## src/rtl/core/tsnfc_pkg.sv

```systemverilog
// Shared types, constants and defaults for the TSN frame classifier.
`timescale 1ns / 1ps
`default_nettype none

package tsnfc_pkg;

  // Default sizes handed to the top-level parameters.
  localparam int COUNTER_WIDTH_DEF = 32;
  localparam int OFFSET_WIDTH_DEF  = 16;

  // Depth of the class queue between the parser and the counters; a power of two.
  localparam int QUEUE_DEPTH = 4;

  // Field widths.
  localparam int BYTE_WIDTH       = 8;
  localparam int ETYPE_WIDTH      = 16;
  localparam int PCP_WIDTH        = 3;
  localparam int IHL_WIDTH        = 4;
  localparam int PROTO_WIDTH      = 8;
  localparam int PORT_WIDTH       = 16;
  localparam int RESULT_CNT_WIDTH = 32;
  localparam int CLASS_WIDTH      = 2;

  // Configuration port.
  localparam int CFG_INDEX_WIDTH = 1;
  localparam int CFG_DATA_WIDTH  = 16;
  localparam logic [CFG_INDEX_WIDTH-1:0] CFG_UDP_PORT  = 1'd0;
  localparam logic [CFG_INDEX_WIDTH-1:0] CFG_VLAN_PRIO = 1'd1;
  localparam logic [PORT_WIDTH-1:0]      UDP_PORT_RST  = 16'd5000;
  localparam logic [PCP_WIDTH-1:0]       VLAN_PRIO_RST = 3'd3;

  // Frame layout.
  localparam int ETH_HDR_LEN    = 14;
  localparam int IPV4_MIN_WORDS = 5;
  localparam int WORD_BYTES     = 4;
  localparam int UDP_HDR_LEN    = 8;
  localparam int UDP_PORT_OFS   = 2;
  localparam int OFS_ETYPE_HI   = 12;
  localparam int OFS_ETYPE_LO   = 13;
  localparam int OFS_TAG        = 14;
  localparam int OFS_PROTO      = 23;

  localparam logic [ETYPE_WIDTH-1:0] ET_AVTP = 16'h22F0;
  localparam logic [ETYPE_WIDTH-1:0] ET_VLAN = 16'h8100;
  localparam logic [ETYPE_WIDTH-1:0] ET_QINQ = 16'h88A8;
  localparam logic [ETYPE_WIDTH-1:0] ET_IPV4 = 16'h0800;
  localparam logic [PROTO_WIDTH-1:0] PROTO_UDP = 8'd17;

  typedef enum logic [CLASS_WIDTH-1:0] {
    CLASS_TSN  = 2'd0,
    CLASS_BE   = 2'd1,
    CLASS_RUNT = 2'd2
  } frame_class_t;

  // Parser to queue.
  typedef struct packed {
    logic         push;
    frame_class_t cls;
  } cls_push_t;

  // Queue to counter unit.
  typedef struct packed {
    logic         valid;
    frame_class_t cls;
  } cls_head_t;

endpackage

`default_nettype wire

```

## src/rtl/core/tsn_frame_classifier_counter.sv

```systemverilog
// Top level of the TSN frame classifier and counter.
//
//   Channel   Direction  Signals                          Word
//   s_*       in         tvalid tready tdata[7:0] tlast   one frame byte, tlast on the final byte
//   m_*       out        tvalid tready tdata[95:0] tuser  frame class and the three counters
//   cfg_*     in         we index data[15:0]              register write, no read-back
//
// One byte is accepted every cycle while the class queue has room. A frame's
// result passes through the queue and then the output register. Reset is
// synchronous and clears the counters, the frame state and the registers to
// their defaults. A stalled output fills the four-entry class queue before
// s_tready drops.
`timescale 1ns / 1ps
`default_nettype none

module tsn_frame_classifier_counter
  import tsnfc_pkg::*;
#(
  parameter int COUNTER_WIDTH = COUNTER_WIDTH_DEF,
  parameter int OFFSET_WIDTH  = OFFSET_WIDTH_DEF
) (
  input  logic                       clk,
  input  logic                       rst,
  input  logic                       s_tvalid,
  output logic                       s_tready,
  input  logic [BYTE_WIDTH-1:0]      s_tdata,   // frame_byte
  input  logic                       s_tlast,   // last_byte
  output logic                       m_tvalid,
  input  logic                       m_tready,
  output logic [3*RESULT_CNT_WIDTH-1:0] m_tdata, // total_frames, tsn_frames, best_effort_frames
  output logic [CLASS_WIDTH-1:0]     m_tuser,   // frame_class
  input  logic                       cfg_we,
  input  logic [CFG_INDEX_WIDTH-1:0] cfg_index,
  input  logic [CFG_DATA_WIDTH-1:0]  cfg_data
);

  logic [PORT_WIDTH-1:0]       tsn_port;
  logic [PCP_WIDTH-1:0]        tsn_vlan_priority;
  cls_push_t                   cls_push;
  cls_head_t                   head;
  logic                        queue_full;
  logic                        pop;
  frame_class_t                out_class;
  logic [RESULT_CNT_WIDTH-1:0] out_total;
  logic [RESULT_CNT_WIDTH-1:0] out_tsn;
  logic [RESULT_CNT_WIDTH-1:0] out_be;

  always_ff @(posedge clk) begin
    if (rst) begin
      tsn_port          <= UDP_PORT_RST;
      tsn_vlan_priority <= VLAN_PRIO_RST;
    end else if (cfg_we) begin
      case (cfg_index)
        CFG_UDP_PORT:  tsn_port          <= cfg_data[PORT_WIDTH-1:0];
        CFG_VLAN_PRIO: tsn_vlan_priority <= cfg_data[PCP_WIDTH-1:0];
        default: begin
        end
      endcase
    end
  end

  tsnfc_parser #(
    .OFFSET_WIDTH(OFFSET_WIDTH)
  ) u_parser (
    .clk          (clk),
    .rst          (rst),
    .byte_valid   (s_tvalid),
    .byte_data    (s_tdata),
    .byte_last    (s_tlast),
    .queue_full   (queue_full),
    .udp_port_cfg (tsn_port),
    .vlan_prio_cfg(tsn_vlan_priority),
    .byte_ready   (s_tready),
    .cls_push     (cls_push)
  );

  tsnfc_queue u_queue (
    .clk     (clk),
    .rst     (rst),
    .cls_push(cls_push),
    .pop     (pop),
    .head    (head),
    .full    (queue_full)
  );

  tsnfc_counter #(
    .COUNTER_WIDTH(COUNTER_WIDTH)
  ) u_counter (
    .clk      (clk),
    .rst      (rst),
    .head     (head),
    .out_ready(m_tready),
    .pop      (pop),
    .out_valid(m_tvalid),
    .out_class(out_class),
    .out_total(out_total),
    .out_tsn  (out_tsn),
    .out_be   (out_be)
  );

  assign m_tdata = {out_be, out_tsn, out_total};
  assign m_tuser = out_class;

  // A frame that has just ended is waiting in the queue on the next cycle.
  a_push_lands: assert property (@(posedge clk) disable iff (rst)
    cls_push.push |=> head.valid)
    else $error("class queue empty after a frame end");

  // Nothing leaves the queue while the output word is stalled.
  a_no_pop_on_stall: assert property (@(posedge clk) disable iff (rst)
    (m_tvalid && !m_tready) |-> !pop)
    else $error("queue popped while output stalled");

  // Input back-pressure only when the queue holds words.
  a_ready_drop: assert property (@(posedge clk) disable iff (rst)
    !s_tready |-> head.valid)
    else $error("input stalled with an empty queue");

endmodule

`default_nettype wire

```

## src/rtl/core/tsnfc_parser.sv

```systemverilog
// Byte parser: captures header fields and classifies each frame on its last byte.
`timescale 1ns / 1ps
`default_nettype none

module tsnfc_parser
  import tsnfc_pkg::*;
#(
  parameter int OFFSET_WIDTH = OFFSET_WIDTH_DEF
) (
  input  logic                  clk,
  input  logic                  rst,
  input  logic                  byte_valid,
  input  logic [BYTE_WIDTH-1:0] byte_data,
  input  logic                  byte_last,
  input  logic                  queue_full,
  input  logic [PORT_WIDTH-1:0] udp_port_cfg,
  input  logic [PCP_WIDTH-1:0]  vlan_prio_cfg,
  output logic                  byte_ready,
  output cls_push_t             cls_push
);

  localparam logic [OFFSET_WIDTH-1:0] OFS_MAX = {OFFSET_WIDTH{1'b1}};

  logic [OFFSET_WIDTH-1:0] byte_offset;
  logic [ETYPE_WIDTH-1:0]  ether_type;
  logic [PCP_WIDTH-1:0]    vlan_pcp;
  logic [IHL_WIDTH-1:0]    ip_header_words;
  logic [PROTO_WIDTH-1:0]  ip_protocol;
  logic [PORT_WIDTH-1:0]   udp_dest_port;

  logic [OFFSET_WIDTH-1:0] byte_offset_next;
  logic [ETYPE_WIDTH-1:0]  ether_type_next;
  logic [PCP_WIDTH-1:0]    vlan_pcp_next;
  logic [IHL_WIDTH-1:0]    ip_header_words_next;
  logic [PROTO_WIDTH-1:0]  ip_protocol_next;
  logic [PORT_WIDTH-1:0]   udp_dest_port_next;

  logic [OFFSET_WIDTH-1:0] udp_start;
  logic [OFFSET_WIDTH-1:0] udp_end;
  logic                    past_tag;
  logic                    accept;
  frame_class_t            cls;

  assign byte_ready = !queue_full;
  assign accept     = byte_valid && byte_ready;

  // The UDP header starts after the IPv4 header, whose length is taken from
  // the IHL captured before this byte.
  assign udp_start = OFFSET_WIDTH'(ETH_HDR_LEN)
                   + OFFSET_WIDTH'({ip_header_words, 2'b00});
  assign past_tag  = byte_offset > OFFSET_WIDTH'(ETH_HDR_LEN);

  always_comb begin
    ether_type_next      = ether_type;
    vlan_pcp_next        = vlan_pcp;
    ip_header_words_next = ip_header_words;
    ip_protocol_next     = ip_protocol;
    udp_dest_port_next   = udp_dest_port;

    if (byte_offset == OFFSET_WIDTH'(OFS_ETYPE_HI)) begin
      ether_type_next[15:8] = byte_data;
    end else if (byte_offset == OFFSET_WIDTH'(OFS_ETYPE_LO)) begin
      ether_type_next[7:0] = byte_data;
    end
    if (byte_offset == OFFSET_WIDTH'(OFS_TAG)) begin
      vlan_pcp_next        = byte_data[7:5];
      ip_header_words_next = byte_data[3:0];
    end
    if (byte_offset == OFFSET_WIDTH'(OFS_PROTO)) begin
      ip_protocol_next = byte_data;
    end
    if (past_tag && byte_offset == udp_start + OFFSET_WIDTH'(UDP_PORT_OFS)) begin
      udp_dest_port_next[15:8] = byte_data;
    end else if (past_tag &&
                 byte_offset == udp_start + OFFSET_WIDTH'(UDP_PORT_OFS + 1)) begin
      udp_dest_port_next[7:0] = byte_data;
    end

    byte_offset_next = (byte_offset == OFS_MAX) ? byte_offset
                                                : byte_offset + 1'b1;
  end

  // Frame length including this byte is byte_offset_next; a saturated count
  // lies beyond every threshold below.
  assign udp_end = OFFSET_WIDTH'(ETH_HDR_LEN + UDP_HDR_LEN)
                 + OFFSET_WIDTH'({ip_header_words_next, 2'b00});

  always_comb begin
    cls = CLASS_BE;
    if (byte_offset_next < OFFSET_WIDTH'(ETH_HDR_LEN)) begin
      cls = CLASS_RUNT;
    end else if (ether_type_next == ET_AVTP) begin
      cls = CLASS_TSN;
    end else if (ether_type_next == ET_VLAN || ether_type_next == ET_QINQ) begin
      if (byte_offset_next > OFFSET_WIDTH'(ETH_HDR_LEN) &&
          vlan_pcp_next == vlan_prio_cfg) begin
        cls = CLASS_TSN;
      end
    end else if (ether_type_next == ET_IPV4) begin
      if (byte_offset_next >= OFFSET_WIDTH'(ETH_HDR_LEN + WORD_BYTES * IPV4_MIN_WORDS) &&
          ip_header_words_next >= IHL_WIDTH'(IPV4_MIN_WORDS) &&
          ip_protocol_next == PROTO_UDP &&
          byte_offset_next >= udp_end &&
          udp_dest_port_next == udp_port_cfg) begin
        cls = CLASS_TSN;
      end
    end
  end

  always_ff @(posedge clk) begin
    if (rst) begin
      byte_offset     <= '0;
      ether_type      <= '0;
      vlan_pcp        <= '0;
      ip_header_words <= '0;
      ip_protocol     <= '0;
      udp_dest_port   <= '0;
    end else if (accept) begin
      if (byte_last) begin
        byte_offset     <= '0;
        ether_type      <= '0;
        vlan_pcp        <= '0;
        ip_header_words <= '0;
        ip_protocol     <= '0;
        udp_dest_port   <= '0;
      end else begin
        byte_offset     <= byte_offset_next;
        ether_type      <= ether_type_next;
        vlan_pcp        <= vlan_pcp_next;
        ip_header_words <= ip_header_words_next;
        ip_protocol     <= ip_protocol_next;
        udp_dest_port   <= udp_dest_port_next;
      end
    end
  end

  assign cls_push.push = accept && byte_last;
  assign cls_push.cls  = cls;

endmodule

`default_nettype wire

```

## src/rtl/core/tsnfc_queue.sv

```systemverilog
// Short class queue between the parser and the counter unit.
`timescale 1ns / 1ps
`default_nettype none

module tsnfc_queue
  import tsnfc_pkg::*;
(
  input  logic      clk,
  input  logic      rst,
  input  cls_push_t cls_push,
  input  logic      pop,
  output cls_head_t head,
  output logic      full
);

  localparam int AW = $clog2(QUEUE_DEPTH);

  frame_class_t entries [QUEUE_DEPTH];
  logic [AW-1:0] wr_ptr;
  logic [AW-1:0] rd_ptr;
  logic [AW:0]   fill;
  logic          do_pop;

  assign full       = fill == (AW + 1)'(QUEUE_DEPTH);
  assign head.valid = fill != '0;
  assign head.cls   = entries[rd_ptr];
  assign do_pop     = pop && head.valid;

  // Pointers wrap on their own since the depth is a power of two.
  always_ff @(posedge clk) begin
    if (rst) begin
      wr_ptr <= '0;
      rd_ptr <= '0;
      fill   <= '0;
    end else begin
      if (cls_push.push) begin
        wr_ptr <= wr_ptr + 1'b1;
      end
      if (do_pop) begin
        rd_ptr <= rd_ptr + 1'b1;
      end
      if (cls_push.push && !do_pop) begin
        fill <= fill + 1'b1;
      end else if (!cls_push.push && do_pop) begin
        fill <= fill - 1'b1;
      end
    end
  end

  always_ff @(posedge clk) begin
    if (cls_push.push) begin
      entries[wr_ptr] <= cls_push.cls;
    end
  end

endmodule

`default_nettype wire

```

## src/rtl/core/tsnfc_counter.sv

```systemverilog
// Counter unit: bumps the frame counters and holds the result word for the output.
`timescale 1ns / 1ps
`default_nettype none

module tsnfc_counter
  import tsnfc_pkg::*;
#(
  parameter int COUNTER_WIDTH = COUNTER_WIDTH_DEF
) (
  input  logic                        clk,
  input  logic                        rst,
  input  cls_head_t                   head,
  input  logic                        out_ready,
  output logic                        pop,
  output logic                        out_valid,
  output frame_class_t                out_class,
  output logic [RESULT_CNT_WIDTH-1:0] out_total,
  output logic [RESULT_CNT_WIDTH-1:0] out_tsn,
  output logic [RESULT_CNT_WIDTH-1:0] out_be
);

  logic [COUNTER_WIDTH-1:0] total_count;
  logic [COUNTER_WIDTH-1:0] tsn_count;
  logic [COUNTER_WIDTH-1:0] best_effort_count;
  logic [COUNTER_WIDTH-1:0] total_count_next;
  logic [COUNTER_WIDTH-1:0] tsn_count_next;
  logic [COUNTER_WIDTH-1:0] best_effort_count_next;

  // The output register takes a new word when it is empty or being emptied.
  assign pop = head.valid && (!out_valid || out_ready);

  always_comb begin
    total_count_next       = total_count;
    tsn_count_next         = tsn_count;
    best_effort_count_next = best_effort_count;
    case (head.cls)
      CLASS_TSN: begin
        total_count_next = total_count + 1'b1;
        tsn_count_next   = tsn_count + 1'b1;
      end
      CLASS_BE: begin
        total_count_next       = total_count + 1'b1;
        best_effort_count_next = best_effort_count + 1'b1;
      end
      default: begin
      end
    endcase
  end

  always_ff @(posedge clk) begin
    if (rst) begin
      out_valid         <= 1'b0;
      total_count       <= '0;
      tsn_count         <= '0;
      best_effort_count <= '0;
    end else if (pop) begin
      out_valid         <= 1'b1;
      total_count       <= total_count_next;
      tsn_count         <= tsn_count_next;
      best_effort_count <= best_effort_count_next;
    end else if (out_ready) begin
      out_valid <= 1'b0;
    end
  end

  always_ff @(posedge clk) begin
    if (pop) begin
      out_class <= head.cls;
      out_total <= RESULT_CNT_WIDTH'(total_count_next);
      out_tsn   <= RESULT_CNT_WIDTH'(tsn_count_next);
      out_be    <= RESULT_CNT_WIDTH'(best_effort_count_next);
    end
  end

endmodule

`default_nettype wire

```

## config.mk

```make
export PLATFORM = sky130hd
export DESIGN_NAME = tsn_frame_classifier_counter
export DESIGN_NICKNAME = d
export VERILOG_FILES = /design/src/rtl/core/tsnfc_pkg.sv /design/src/rtl/core/tsn_frame_classifier_counter.sv /design/src/rtl/core/tsnfc_parser.sv /design/src/rtl/core/tsnfc_queue.sv /design/src/rtl/core/tsnfc_counter.sv
export SDC_FILE = /design/constraint.sdc
export NUM_CORES = 1
export LEC_CHECK = 0
export BUFFER_PORTS_ARGS = -buffer_cell sky130_fd_sc_hd__buf_2
export CAP_MARGIN = 20
export CORE_ASPECT_RATIO = 1.4
export CORE_MARGIN = 3
export CORE_UTILIZATION = 45
export DETAILED_ROUTE_END_ITERATION = 10
export MAX_ROUTING_LAYER = met4
export SLEW_MARGIN = 0
export SYNTH_ARGS = -nofsm -noshare
export SYNTH_HDL_FRONTEND = slang
export SYNTH_SLANG_ARGS = --single-unit
```

## constraint.sdc

```tcl
create_clock -name clk -period 14.42 [get_ports clk]
set_input_delay 4.326 -clock clk [delete_from_list [all_inputs] [get_ports clk]]
set_output_delay 4.326 -clock clk [all_outputs]
set_load 0.005 [all_outputs]
```

==> results_dict.tcl <==
set metrics [dict create \
    detailedRoute.firstIterationViolations 524 \
    via_count_of_the_first_global_routing_pass 10863 \
    comb_power_share 0.167 \
    grt_use_total 0.199 \
    layout_stage_area_growth_over_the_synthesis_result_pct 13.0 \
    ys_warn_count 0 \
    holdPathStages 2 \
    synth.cell_area_um2 14500 \
    slew_headroom 0.298 \
    design.final.nets 1667 \
    slew_violations 0 \
    totalWireLength_mm 33.9 \
    netSwitchingFraction 0.274 \
    kind_of_start_point_of_the_critical_path "input pin" \
    initial_utilization 0.458 \
    dieWidth_um 158 \
    crit_chain "buf_2, inv_1, nor3_1, a21o_1, inv_1, nor2_1, nor2_1, xnor2_1, mux2i_1, ha_1, a2111oi_0, a22oi_1, o211a_1, o22ai_1, nor4_2, a31oi_1" \
    rr_startpoint "u_parser.byte_offset[10]" \
    netSwitchingPower_w 0.000627 \
    total_nets_after_synthesis 1590 \
    commonest_non_fill_non_tap_cells_in_the_layout "nor2_1, dfxtp_1, nand2_1" \
    cp_slowest_stage_delay_ns 0.45 \
    cts.root.buffer_cell "clkbuf_16" \
    numClockSinks 294 \
    cap_viol_max_count 0 \
    cts_inserted_buffers 30 \
    worstReg2RegEnd "u_queue.entries[1][0]" \
    globalRoute.totalOverflow 0 \
    post_drt_via_cell_ratio 5.55 \
    irDropWorstVdd_v 0.000132 \
    htree_num_levels 1 \
    power.static_leakage_nw 6.10 \
    power_frac_seq 0.481 \
    holdBufCountCts 0 \
    fin_tns_setup_ns 0 \
    wl_per_cell_um 16.7 \
    timing.final.crit_share 0.469 \
    tritoncts "done" \
    post-dp-hpwl_mm 23.7 \
    yosys_register_bits 294 \
    clkPwrFrac 0.352 \
    cts_max_path_buffers 3 \
    reg2reg_depth 13 \
    die_h_um 218 \
    timing.reg2reg.setup_slack_ns 9.43 \
    setup.worst_path.class "input pin to register" \
    hp-start "tsn_vlan_priority[2]" \
    min_delay_worst_endpoint "tsn_vlan_priority[2]" \
    ys_seq_area_frac 0.480 \
    synthFlopType "dfxtp_1" \
    synth_enable_flop_cells 106 \
    fp-row-count 77 \
    final.fill_count 2945 \
    worstPathArrival_ns 7.08 \
    syn_inst 1537 \
    cp_endpoint_kind "register" \
    power.density_cell_area_nw_per_um2 140 \
    diodes 0 \
    clkTransAtPathRegs_ns 0.06 \
    dr.pass1.iters 5 \
    synth.distinct_cells 72 \
    route.vias.total 11289 \
    max_clock_freq_ghz 0.148 \
    rsz_0062_raised_after_global_routing "no" \
    detail-route-antenna-nets 0 \
    run_status "finished, final reports clean" \
    grt_first_pass_wirelength_mm 54.5 \
    path_max_fanout 6 \
    hold_slack_ns 0.470 \
    place_congestion 1.03 \
    internal_power_w 0.00166 \
    layout_commonest_cell "nor2_1" \
    worst_pin_slew_ns 1.05 \
    ioPinCount 131 \
    post-cts-setup-buffer-count 0 \
    floorplan.core_area_um2 31600 \
    hold_path.class "register to register" \
    dieArea_um2 34400 \
    grt_start_max_net_pins 124 \
    final-hold-violation-count 0 \
    port_buffers 130 \
    synth_async_sr_flop_share 0 \
    post_route_cells_drive_above_1_share 0.134 \
    minimum_clock_period_ns 6.76 \
    post_cts.resized_instances 0 \
    synth_area_per_cell_um2 9.41 \
    grt_antenna_before_repair 0 \
    max_clock_skew_ns 0.0176 \
    clk_latency_ns 0.56 \
    cp_data_required_time_ns 14.74 \
    timing.final.setup_violations 0 \
    worst_path_slowest_cell "a2111oi_0" \
    detail_route.drc_violations 0 \
]
[cell families after synthesis]
kind of cell | synth area share
and+or+nand+nor | 0.224
buffers and inverters | 0.0336
xor gates and xnor gates | 0.116
AOI/OAI and AO/OA | 0.102
muxes | 0.0246
adders and majority gates | 0.0195
DFF | 0.480
[layout make-up]
type	count	area (µm²)	share of cell area
clock inverter	17	188	0.0115
tap	395	494	0.0302
timing repair buffer	138	717	0.0438
sequential	294	6950	0.425
inverter	32	125	0.00765
clock buffer	39	846	0.0517
multi-input combinational	1118	7040	0.430
[worst max path at each step]
stage / startpoint / slack, ns / cells after the start / endpoint
6_report: s_tdata[1] / 7.66 / 16 / u_queue.entries[1][0]
5_1_grt: s_tdata[1] / 7.49 / 16 / u_queue.entries[2][0]
4_1_cts: s_tdata[1] / 7.74 / 16 / u_queue.entries[1][0]
3_5_place_dp: s_tdata[1] / 7.16 / 16 / u_queue.entries[3][0]
3_3_place_gp: s_tdata[1] / 7.25 / 16 / u_queue.entries[0][0]
2_1_floorplan: m_tready / 6.17 / 7 / u_counter.tsn_count[15]
[metal layers]
metal,GRT usage,wire length (µm),vias to the layer above
li1,-,-,5554
met1,0.230,13800,5330
met2,0.341,16900,312
met3,0.0226,1430,93
met4,0.102,1790,0
met5,-,0,-
[stage by stage]
stage | util | power (W) | setup slack, ns | cell area, µm² | instances
floorplan | - | 0.00132 | 6.17 | 14500 | 1537
global placement | 0.485 | 0.00151 | 7.25 | 15300 | 1977
detailed placement | 0.485 | 0.00151 | 7.16 | 15300 | 1977
CTS | 0.518 | 0.00232 | 7.74 | 16400 | 2033
global route | 0.518 | 0.00241 | 7.49 | 16400 | 2033
finish | 0.518 | 0.00229 | 7.66 | 16400 | 2033
[sequential cells by signal, indices dropped and copies added (netlist names), 3 cells and up, named ones only]
name and cells:
tsn_port 16, u_counter.total_count 32, tsn_vlan_priority 3, u_counter.out_be 32
u_counter.best_effort_count 32, u_parser.ip_header_words 4, u_parser.udp_dest_port 16, u_counter.out_tsn 32
u_parser.byte_offset 16, u_counter.tsn_count 32, u_parser.vlan_pcp 3, u_queue.entries 8
u_counter.out_total 32, u_queue.fill 3, u_parser.ether_type 16, u_parser.ip_protocol 8
[synthesized netlist by cell type (7+ instances only)]
library cell / count / area, µm²
nand3_1: 66 / 330
o22ai_1: 7 / 43.8
and2_1: 17 / 106
dfxtp_1: 188 / 3760
clkbuf_1: 82 / 308
nand2b_1: 9 / 56.3
nor2b_1: 15 / 93.8
xnor2_1: 87 / 762
mux2i_1: 22 / 220
and3_1: 32 / 200
ha_1: 21 / 263
a22oi_1: 55 / 413
nor3_1: 40 / 200
xor2_1: 105 / 920
inv_1: 31 / 116
edfxtp_1: 106 / 3180
mux2_2: 8 / 90.1
nand2_1: 137 / 514
nor2_1: 201 / 754
a21oi_1: 67 / 335
and4_1: 9 / 78.8
nor4_1: 11 / 68.8
nand4_1: 34 / 213
or3_1: 34 / 213
o21ai_0: 41 / 205
[worst max-delay path: cells and delay by family]
family                     cells  cell delay (ns)
adders and majority gates      1             0.21
and+or+nand+nor                4             0.47
AOI/OAI and AO/OA              6             1.48
buffers and inverters          3             0.34
muxes                          1             0.09
xor gates and xnor gates       1             0.15
[power groups by stage]
| stage | combinational (W) | sequential, W | clock [W] |
|---|---|---|---|
| floorplan | 0.000171 | 0.00114 | 0 |
| global placement | 0.000386 | 0.00112 | 0 |
| detailed placement | 0.000389 | 0.00112 | 0 |
| CTS | 0.000390 | 0.00110 | 0.000828 |
| global route | 0.000427 | 0.00112 | 0.000863 |
| finish | 0.000381 | 0.00110 | 0.000805 |
Note: power is estimated with default switching activity, not from simulation.
